File: src/rtl/fud_pkg.sv
// shared types, character codes and hex helpers for the form-encoded decoder
// no dependencies; used by fud_front, fud_queue, fud_back and the top level
package fud_pkg;

    localparam logic [7:0] CH_PCT   = 8'h25;
    localparam logic [7:0] CH_PLUS  = 8'h2B;
    localparam logic [7:0] CH_SPACE = 8'h20;
    localparam logic [7:0] CH_0     = 8'h30;
    localparam logic [7:0] CH_9     = 8'h39;
    localparam logic [7:0] CH_UA    = 8'h41;
    localparam logic [7:0] CH_UF    = 8'h46;
    localparam logic [7:0] CH_LA    = 8'h61;
    localparam logic [7:0] CH_LF    = 8'h66;
    localparam logic [7:0] HEX_TEN  = 8'd10;

    localparam int unsigned MAX_OUT = 3;

    // one classified input word: up to three output bytes, last mark on the final one
    typedef struct packed {
        logic [MAX_OUT-1:0][7:0] data;
        logic [1:0]              count;
        logic                    last;
    } t_cmd;

    function automatic logic is_hex(input logic [7:0] c);
        return ((c >= CH_0) && (c <= CH_9)) || ((c >= CH_UA) && (c <= CH_UF)) ||
               ((c >= CH_LA) && (c <= CH_LF));
    endfunction

    function automatic logic [3:0] hex_value(input logic [7:0] c);
        logic [7:0] v;
        if (c <= CH_9) begin
            v = c - CH_0;
        end else if (c <= CH_UF) begin
            v = c - CH_UA + HEX_TEN;
        end else begin
            v = c - CH_LA + HEX_TEN;
        end
        return v[3:0];
    endfunction

endpackage

File: src/rtl/fud_front.sv
// front part: tracks held percent and digit, turns input words into commands
// depends on fud_pkg
module fud_front (
    input  logic          i_clk,
    input  logic          i_rst_n,
    input  logic          i_accept,
    input  logic [7:0]    i_byte,
    input  logic          i_last,
    output logic          o_push,
    output fud_pkg::t_cmd o_cmd
);

    typedef enum logic [1:0] {
        HELD_NONE  = 2'd0,
        HELD_PCT   = 2'd1,
        HELD_DIGIT = 2'd2
    } t_held;

    t_held      r_held, n_held;
    logic [7:0] r_digit, n_digit;

    logic [fud_pkg::MAX_OUT-1:0][7:0] bytes;
    logic [1:0] cnt;
    logic       plain;
    logic       b_hex;

    always_comb begin
        bytes   = '0;
        cnt     = 2'd0;
        plain   = 1'b1;
        n_held  = r_held;
        n_digit = r_digit;
        b_hex   = fud_pkg::is_hex(i_byte);
        unique case (r_held)
            HELD_DIGIT: begin
                n_held = HELD_NONE;
                if (b_hex) begin
                    bytes[0] = {fud_pkg::hex_value(r_digit), fud_pkg::hex_value(i_byte)};
                    cnt      = 2'd1;
                    plain    = 1'b0;
                end else begin
                    bytes[0] = fud_pkg::CH_PCT;
                    bytes[1] = r_digit;
                    cnt      = 2'd2;
                end
            end
            HELD_PCT: begin
                if (b_hex) begin
                    plain = 1'b0;
                    if (i_last) begin
                        bytes[0] = fud_pkg::CH_PCT;
                        bytes[1] = i_byte;
                        cnt      = 2'd2;
                        n_held   = HELD_NONE;
                    end else begin
                        n_digit = i_byte;
                        n_held  = HELD_DIGIT;
                    end
                end else begin
                    bytes[0] = fud_pkg::CH_PCT;
                    cnt      = 2'd1;
                    n_held   = HELD_NONE;
                end
            end
            default: begin
                n_held = HELD_NONE;
            end
        endcase
        // fresh handling of the byte after any flushed prefix
        if (plain) begin
            if (i_byte == fud_pkg::CH_PCT) begin
                if (i_last) begin
                    bytes[cnt] = fud_pkg::CH_PCT;
                    cnt        = cnt + 2'd1;
                end else begin
                    n_held = HELD_PCT;
                end
            end else begin
                bytes[cnt] = (i_byte == fud_pkg::CH_PLUS) ? fud_pkg::CH_SPACE : i_byte;
                cnt        = cnt + 2'd1;
            end
        end
    end

    assign o_cmd.data  = bytes;
    assign o_cmd.count = cnt;
    assign o_cmd.last  = i_last;
    assign o_push      = i_accept && (cnt != 2'd0);

    always_ff @(posedge i_clk) begin
        if (!i_rst_n) begin
            r_held  <= HELD_NONE;
            r_digit <= '0;
        end else if (i_accept) begin
            r_held  <= n_held;
            r_digit <= n_digit;
        end
    end

    // a string end never leaves anything held
    a_last_clears: assert property (@(posedge i_clk) disable iff (!i_rst_n)
        i_accept && i_last |=> r_held == HELD_NONE)
        else $error("held state survives end of string");

    a_last_emits: assert property (@(posedge i_clk) disable iff (!i_rst_n)
        i_accept && i_last |-> o_push)
        else $error("end of string without a result");

endmodule

File: src/rtl/fud_queue.sv
// short command queue between the front and back parts
// depends on fud_pkg
module fud_queue #(
    parameter int unsigned DEPTH = 4
) (
    input  logic          i_clk,
    input  logic          i_rst_n,
    input  logic          i_push,
    input  fud_pkg::t_cmd i_cmd,
    input  logic          i_pop,
    output fud_pkg::t_cmd o_head,
    output logic          o_empty,
    output logic          o_full
);

    localparam int unsigned PW = (DEPTH > 1) ? $clog2(DEPTH) : 1;
    localparam int unsigned CW = $clog2(DEPTH + 1);
    localparam logic [PW-1:0] LAST_PTR = PW'(DEPTH - 1);
    localparam logic [CW-1:0] FULL_CNT = CW'(DEPTH);

    fud_pkg::t_cmd r_mem [DEPTH];
    logic [PW-1:0] r_wr, r_rd;
    logic [CW-1:0] r_count;
    logic          do_push, do_pop;

    assign o_empty = (r_count == '0);
    assign o_full  = (r_count == FULL_CNT);
    assign o_head  = r_mem[r_rd];
    assign do_push = i_push && !o_full;
    assign do_pop  = i_pop && !o_empty;

    always_ff @(posedge i_clk) begin
        if (do_push) begin
            r_mem[r_wr] <= i_cmd;
        end
    end

    always_ff @(posedge i_clk) begin
        if (!i_rst_n) begin
            r_wr    <= '0;
            r_rd    <= '0;
            r_count <= '0;
        end else begin
            if (do_push) begin
                r_wr <= (r_wr == LAST_PTR) ? '0 : r_wr + PW'(1);
            end
            if (do_pop) begin
                r_rd <= (r_rd == LAST_PTR) ? '0 : r_rd + PW'(1);
            end
            if (do_push && !do_pop) begin
                r_count <= r_count + CW'(1);
            end else if (do_pop && !do_push) begin
                r_count <= r_count - CW'(1);
            end
        end
    end

    a_count_bound: assert property (@(posedge i_clk) disable iff (!i_rst_n)
        r_count <= FULL_CNT)
        else $error("queue count beyond depth");

    a_no_overflow: assert property (@(posedge i_clk) disable iff (!i_rst_n)
        i_push |-> !o_full)
        else $error("push into full queue");

endmodule

File: src/rtl/fud_back.sv
// back part: steps through each command's bytes into the output register
// depends on fud_pkg
module fud_back (
    input  logic          i_clk,
    input  logic          i_rst_n,
    input  fud_pkg::t_cmd i_head,
    input  logic          i_empty,
    output logic          o_pop,
    input  logic          i_out_stall,
    output logic          o_out_valid,
    output logic [7:0]    o_out_byte,
    output logic          o_out_last
);

    logic [1:0] r_idx;
    logic       r_valid;
    logic [7:0] r_byte;
    logic       r_last;
    logic       load;
    logic       final_byte;

    assign load       = !i_empty && (!r_valid || !i_out_stall);
    assign final_byte = (r_idx == i_head.count - 2'd1);
    assign o_pop      = load && final_byte;

    always_ff @(posedge i_clk) begin
        if (!i_rst_n) begin
            r_valid <= 1'b0;
            r_idx   <= '0;
        end else begin
            if (load) begin
                r_valid <= 1'b1;
                r_idx   <= final_byte ? 2'd0 : r_idx + 2'd1;
            end else if (!i_out_stall) begin
                r_valid <= 1'b0;
            end
        end
    end

    always_ff @(posedge i_clk) begin
        if (load) begin
            r_byte <= i_head.data[r_idx];
            r_last <= i_head.last && final_byte;
        end
    end

    assign o_out_valid = r_valid;
    assign o_out_byte  = r_byte;
    assign o_out_last  = r_last;

    a_idx_in_range: assert property (@(posedge i_clk) disable iff (!i_rst_n)
        !i_empty |-> r_idx < i_head.count)
        else $error("byte index past command length");

endmodule

File: src/rtl/form_urlencoded_decoder.sv
// top level of the streaming form-encoded text decoder
// depends on fud_pkg, fud_front, fud_queue, fud_back
//
//  channel   direction  handshake                      payload
//  input     in         i_in_valid / o_in_stall        i_in_byte, i_in_last
//  output    out        o_out_valid / i_out_stall      o_out_byte, o_out_last
//
// one input word per cycle while the command queue has room
// each word yields zero to three output words, sent one per cycle unless stalled
// an accepted word goes into the queue, then from its head into the output register
// reset is synchronous, active low; it empties the queue and drops any held escape
// o_in_stall comes only from the queue being full; output stalls only hold the register
module form_urlencoded_decoder #(
    parameter int unsigned QUEUE_DEPTH = 4
) (
    input  logic       i_clk,
    input  logic       i_rst_n,
    input  logic       i_in_valid,
    output logic       o_in_stall,
    input  logic [7:0] i_in_byte,
    input  logic       i_in_last,
    output logic       o_out_valid,
    input  logic       i_out_stall,
    output logic [7:0] o_out_byte,
    output logic       o_out_last
);

    logic          accept;
    logic          push;
    logic          pop;
    logic          q_empty;
    logic          q_full;
    fud_pkg::t_cmd cmd;
    fud_pkg::t_cmd head;

    // input taken whenever the queue can absorb a command
    assign o_in_stall = q_full;
    assign accept     = i_in_valid && !q_full;

    // classify against the held escape state
    fud_front u_front (
        .i_clk    (i_clk),
        .i_rst_n  (i_rst_n),
        .i_accept (accept),
        .i_byte   (i_in_byte),
        .i_last   (i_in_last),
        .o_push   (push),
        .o_cmd    (cmd)
    );

    // decouples classification from byte emission
    fud_queue #(
        .DEPTH (QUEUE_DEPTH)
    ) u_queue (
        .i_clk   (i_clk),
        .i_rst_n (i_rst_n),
        .i_push  (push),
        .i_cmd   (cmd),
        .i_pop   (pop),
        .o_head  (head),
        .o_empty (q_empty),
        .o_full  (q_full)
    );

    // one output word per cycle out of the head command, unless the output stalls
    fud_back u_back (
        .i_clk       (i_clk),
        .i_rst_n     (i_rst_n),
        .i_head      (head),
        .i_empty     (q_empty),
        .o_pop       (pop),
        .i_out_stall (i_out_stall),
        .o_out_valid (o_out_valid),
        .o_out_byte  (o_out_byte),
        .o_out_last  (o_out_last)
    );

endmodule
File: config.mk
export PLATFORM = sky130hd
export DESIGN_NAME = form_urlencoded_decoder
export DESIGN_NICKNAME = d
export VERILOG_FILES = /design/src/rtl/fud_pkg.sv /design/src/rtl/fud_front.sv /design/src/rtl/fud_queue.sv /design/src/rtl/fud_back.sv /design/src/rtl/form_urlencoded_decoder.sv
export SDC_FILE = /design/constraint.sdc
export NUM_CORES = 1
export LEC_CHECK = 0
export ABC_AREA = 0
export BUFFER_PORTS_ARGS = -buffer_cell sky130_fd_sc_hd__buf_2
export CORE_MARGIN = 2
export CORE_UTILIZATION = 66
export DETAILED_ROUTE_END_ITERATION = 12
export GPL_ROUTABILITY_DRIVEN = 0
export PLACE_DENSITY = 0.89
export SLEW_MARGIN = 20
export SYNTH_ARGS = -nofsm -noshare
export SYNTH_HDL_FRONTEND = slang
export SYNTH_SLANG_ARGS = --single-unit
File: constraint.sdc
create_clock -name i_clk -period 10.2 [get_ports i_clk]
set_input_delay 0.51 -clock i_clk [delete_from_list [all_inputs] [get_ports i_clk]]
set_output_delay 0.51 -clock i_clk [all_outputs]
set_load 0.05 [all_outputs]
==> summary.md <==
| Metric | Value |
|---|---|
| Drt first-iter violations | 509 |
| Length of the first detailed-routing pass in iterations | 6 |
| Setup crit end | u_queue.r_count[2] |
| Unrepaired setup endpoints after global routing | false |
| Post-CTS Repair Setup Buffers | 0 |
| Mapped cell area | 6380 sq um |
| Number of antenna-violating nets in the routed design | 0 |
| Flip-flop cell with the highest count after synthesis | sky130_fd_sc_hd__edfxtp_1 |
| Routed wire length | roughly 14000 um |
| Sequential share of the synthesized area | 61.9% |
| CTS Sinks | 139 |
| Initial cell density of the core | 68.5% |
| Number of cells in the finished layout apart from fillers | 615 |
| Count of vias placed by the detailed router | roughly 4000 |
| Setup-violating endpoint count in the final report | 0 |
| Placeable core area | 9330 sq um |
| Clk_lat worst skew | 0.53 ns |
| Layout Nets | roughly 500 |
| Category of the critical setup timing path | input pin to flip-flop |
| Count of pins over their slew limit | 0 |
| Result of the run | finished clean |
| Clock root cell | sky130_fd_sc_hd__clkbuf_8 |
| Final worst clock skew | slightly below 0.007 ns |
| Layout fillers | 504 |
| Number of CTS-inserted buffers | 17 |
| Final cycle utilization of the critical path | 40.9% |
| Area occupied by registers | 3960 sq um |
| PortBufs | 23 |
| Floorplan die area | 10500 sq um |
| Post-synth EDFFs | 117 |
| Cell count after synthesis | around 450 |
| Maximum buffer depth of the clock tree | 2 |
| Post-synthesis async set-or-reset flop share | 0% |
| Die Ht | approximately 100 um |
| R2R Setup Slk | 6.46 ns |
| Top-level I/O count | 24 |
| Residual DRC count | 0 |
| Post-Synthesis Mean Instance Area | between 10 and 15 sq um |
| Critical Path End Type | flip-flop |
| Power per cell area | around 250 nW/um^2 |
| Startpoint of the worst register-to-register path | u_front.r_held[1] |
| Area grow syn2layout | 13.2% |
| Post-placement cell count | 583 |
| PnR worst setup slack | between 6 and 7 ns |
| Worst reg2reg path endpoint | u_queue.r_count[2] |
| Pin slew with the least headroom to its limit | 0.996 ns |
| Sort of element at the start of the critical path | input pin |
| Max-slew headroom at the worst pin | roughly a third |
| Pre-CTS worst setup slack | 5.66 ns |
| Required time worst endpoint | 10.65 ns |
| Final setup TNS | 0 ns |
| Top library cells by usage in the layout, fill and taps aside | sky130_fd_sc_hd__edfxtp_1, sky130_fd_sc_hd__nand2_1, sky130_fd_sc_hd__mux4_2, sky130_fd_sc_hd__inv_1 |
| Min Clock Period, post-route | 4.17 ns |
| Total of warnings raised by yosys | 0 |
| Multi-input combinational cell area | 2230 sq um |
| Number of failing hold endpoints at the final stage | 0 |
| Cell accounting for the most synthesized area | sky130_fd_sc_hd__edfxtp_1 |
| Detail-routed via count per cell | 6.60 |
| Core Rows | 35 |
| Die outline width | 102 um |
| Count of different cell masters after synthesis | 53 |
| Static Leakage | 2.55 nW |
| Vias in the first global route | 3928 |
| Deepest level of the CTS H-tree | 4 |
| TritonCTS clock tree | done |
| Ratio of cells with drive above 1 in the final layout | approximately a fifth |
| Hold-fix buffers, CTS | 0 |
| Total half-perimeter wirelength after legalization and detailed placement | 8470 um |
| CP arrival | 4.63 ns |
| WL/cell | 23.5 um |
| Largest net degree at the start of global routing | 28 |
| Most frequent standard cell in the layout excluding fill and tap cells | sky130_fd_sc_hd__edfxtp_1 |
| Wire length of the first global-routing pass | 22600 um |
| Reg2reg path depth | 15 |
| Number of diodes | 0 |
| Synth top area share | 55.0% |
| Initial antenna violation count | 0 |
| Max Cap Violations | 0 |
| GRT Util Overall | 30.7% |
| Clock transition at the registers of the reported paths | 0.06 ns |
| Maximum clock rate | 240 MHz |
| Dominant cells by area after synthesis | sky130_fd_sc_hd__edfxtp_1, sky130_fd_sc_hd__mux4_2, sky130_fd_sc_hd__dfxtp_1 |
| Launching element of the worst setup path | i_in_byte[0] |
| Synthesis-stage register bit count | 139 |
| Net Count, Synth | 478 |
| Resized cells post-CTS | 0 |
| Total global routing overflow | 0 |
| Maximum resistive drop on vdd | around 0.15 mV |
| Top fanout value on the critical path | 9 |
| Class of the tightest hold or removal check | input pin to flip-flop |
## cells in the mapped netlist, types with 8 or more instances
master and instances:
sky130_fd_sc_hd__nand2_1 35, sky130_fd_sc_hd__nor2b_1 8, sky130_fd_sc_hd__edfxtp_1 117, sky130_fd_sc_hd__inv_1 25, sky130_fd_sc_hd__o21ai_0 11, sky130_fd_sc_hd__dfxtp_1 22
sky130_fd_sc_hd__ha_1 17, sky130_fd_sc_hd__o22ai_1 11, sky130_fd_sc_hd__clkbuf_1 11, sky130_fd_sc_hd__mux2i_1 23, sky130_fd_sc_hd__and2_1 14, sky130_fd_sc_hd__nor2_1 13
sky130_fd_sc_hd__a21oi_1 19, sky130_fd_sc_hd__mux4_2 27, sky130_fd_sc_hd__nand3_1 9
## final cells by class
type,count,share of cell area [%]
multi-input cells,261,30.9
flip-flops and latches,139,54.7
clock buffers,17,5.73
well taps,129,2.23
repair buffers,29,2.21
clock inverters,15,2.94
inverters,25,1.30
## metrics by stage
step	util, %	hold slack [ns]	total power [mW]	area [sq um]
after global placement	70.8	0.446	1.16	6600
after detailed placement	70.8	0.459	1.19	6600
final	77.5	0.254	1.84	7230
after floorplan	-	0.422	1.08	6380
after global routing	77.5	0.268	1.90	7230
after CTS	77.5	0.240	1.84	7230
## logic make-up (layout without fill, tap and decap cells)
family,Yosys count,count (layout),share of synthesized area (%)
xor+xnor,8,8,1.10
fa+ha+maj,18,18,3.64
flops,139,139,61.9
simple gates,113,113,9.35
compound gates,70,70,7.41
buf+inv,47,86,3.10
mux,52,52,13.5
## state kept, by name, summed over array words and instances, names as in the netlist, named ones only
signal,count
u_back.o_out_byte,8
u_front.r_digit,8
u_back.o_out_valid,1
u_queue.r_rd,2
u_back.o_out_last,1
u_back.r_idx,2
u_front.r_held,2
u_queue.r_count,3
u_queue.r_mem,108
u_queue.r_wr,2
## per-layer routing
metal	share of wire, %	wire [um]	GRT usage, %	vias up
met4	2.7	389	11.5	0
li1	-	-	-	1743
met3	9.8	1410	7.66	40
met1	37	5390	40.9	1973
met5	0	0	0	-
met2	50	7270	49.6	301
## worst min path at each step
stage	from	to	slack [ns]	cells after the start
floorplan	u_front.r_digit[7]	u_front.r_digit[7]	0.42	2
global placement	u_front.r_digit[7]	u_front.r_digit[7]	0.45	2
CTS	i_out_stall	u_back.o_out_valid	0.24	3
detailed placement	u_front.r_digit[7]	u_front.r_digit[7]	0.46	2
global route	i_out_stall	u_back.o_out_valid	0.27	3
finish	i_out_stall	u_back.o_out_valid	0.25	3
## worst max-delay path: stages
cell                       delay, ns
sky130_fd_sc_hd__buf_2          0.14
sky130_fd_sc_hd__inv_1          0.09
sky130_fd_sc_hd__ha_1           0.26
sky130_fd_sc_hd__nor3b_1        0.18
sky130_fd_sc_hd__o21bai_1       0.17
sky130_fd_sc_hd__nand3_1        0.37
sky130_fd_sc_hd__o21ai_0        0.53
sky130_fd_sc_hd__inv_1          0.16
sky130_fd_sc_hd__ha_1           0.37
sky130_fd_sc_hd__a211o_1        0.12
sky130_fd_sc_hd__o311a_1        0.32
sky130_fd_sc_hd__ha_1           0.24
sky130_fd_sc_hd__inv_1          0.07
sky130_fd_sc_hd__fa_1           0.43
sky130_fd_sc_hd__xor2_1         0.18
sky130_fd_sc_hd__or3_1          0.31
sky130_fd_sc_hd__a21boi_0       0.17
## report_power, final
group	internal [mW]	switching, mW	leakage [nW]
clock	0.402	0.249	0.301
combinational	0.171	0.237	0.992
sequential	0.706	0.0712	1.26
total	1.28	0.558	2.55
Power figures use the tool's default switching activity.
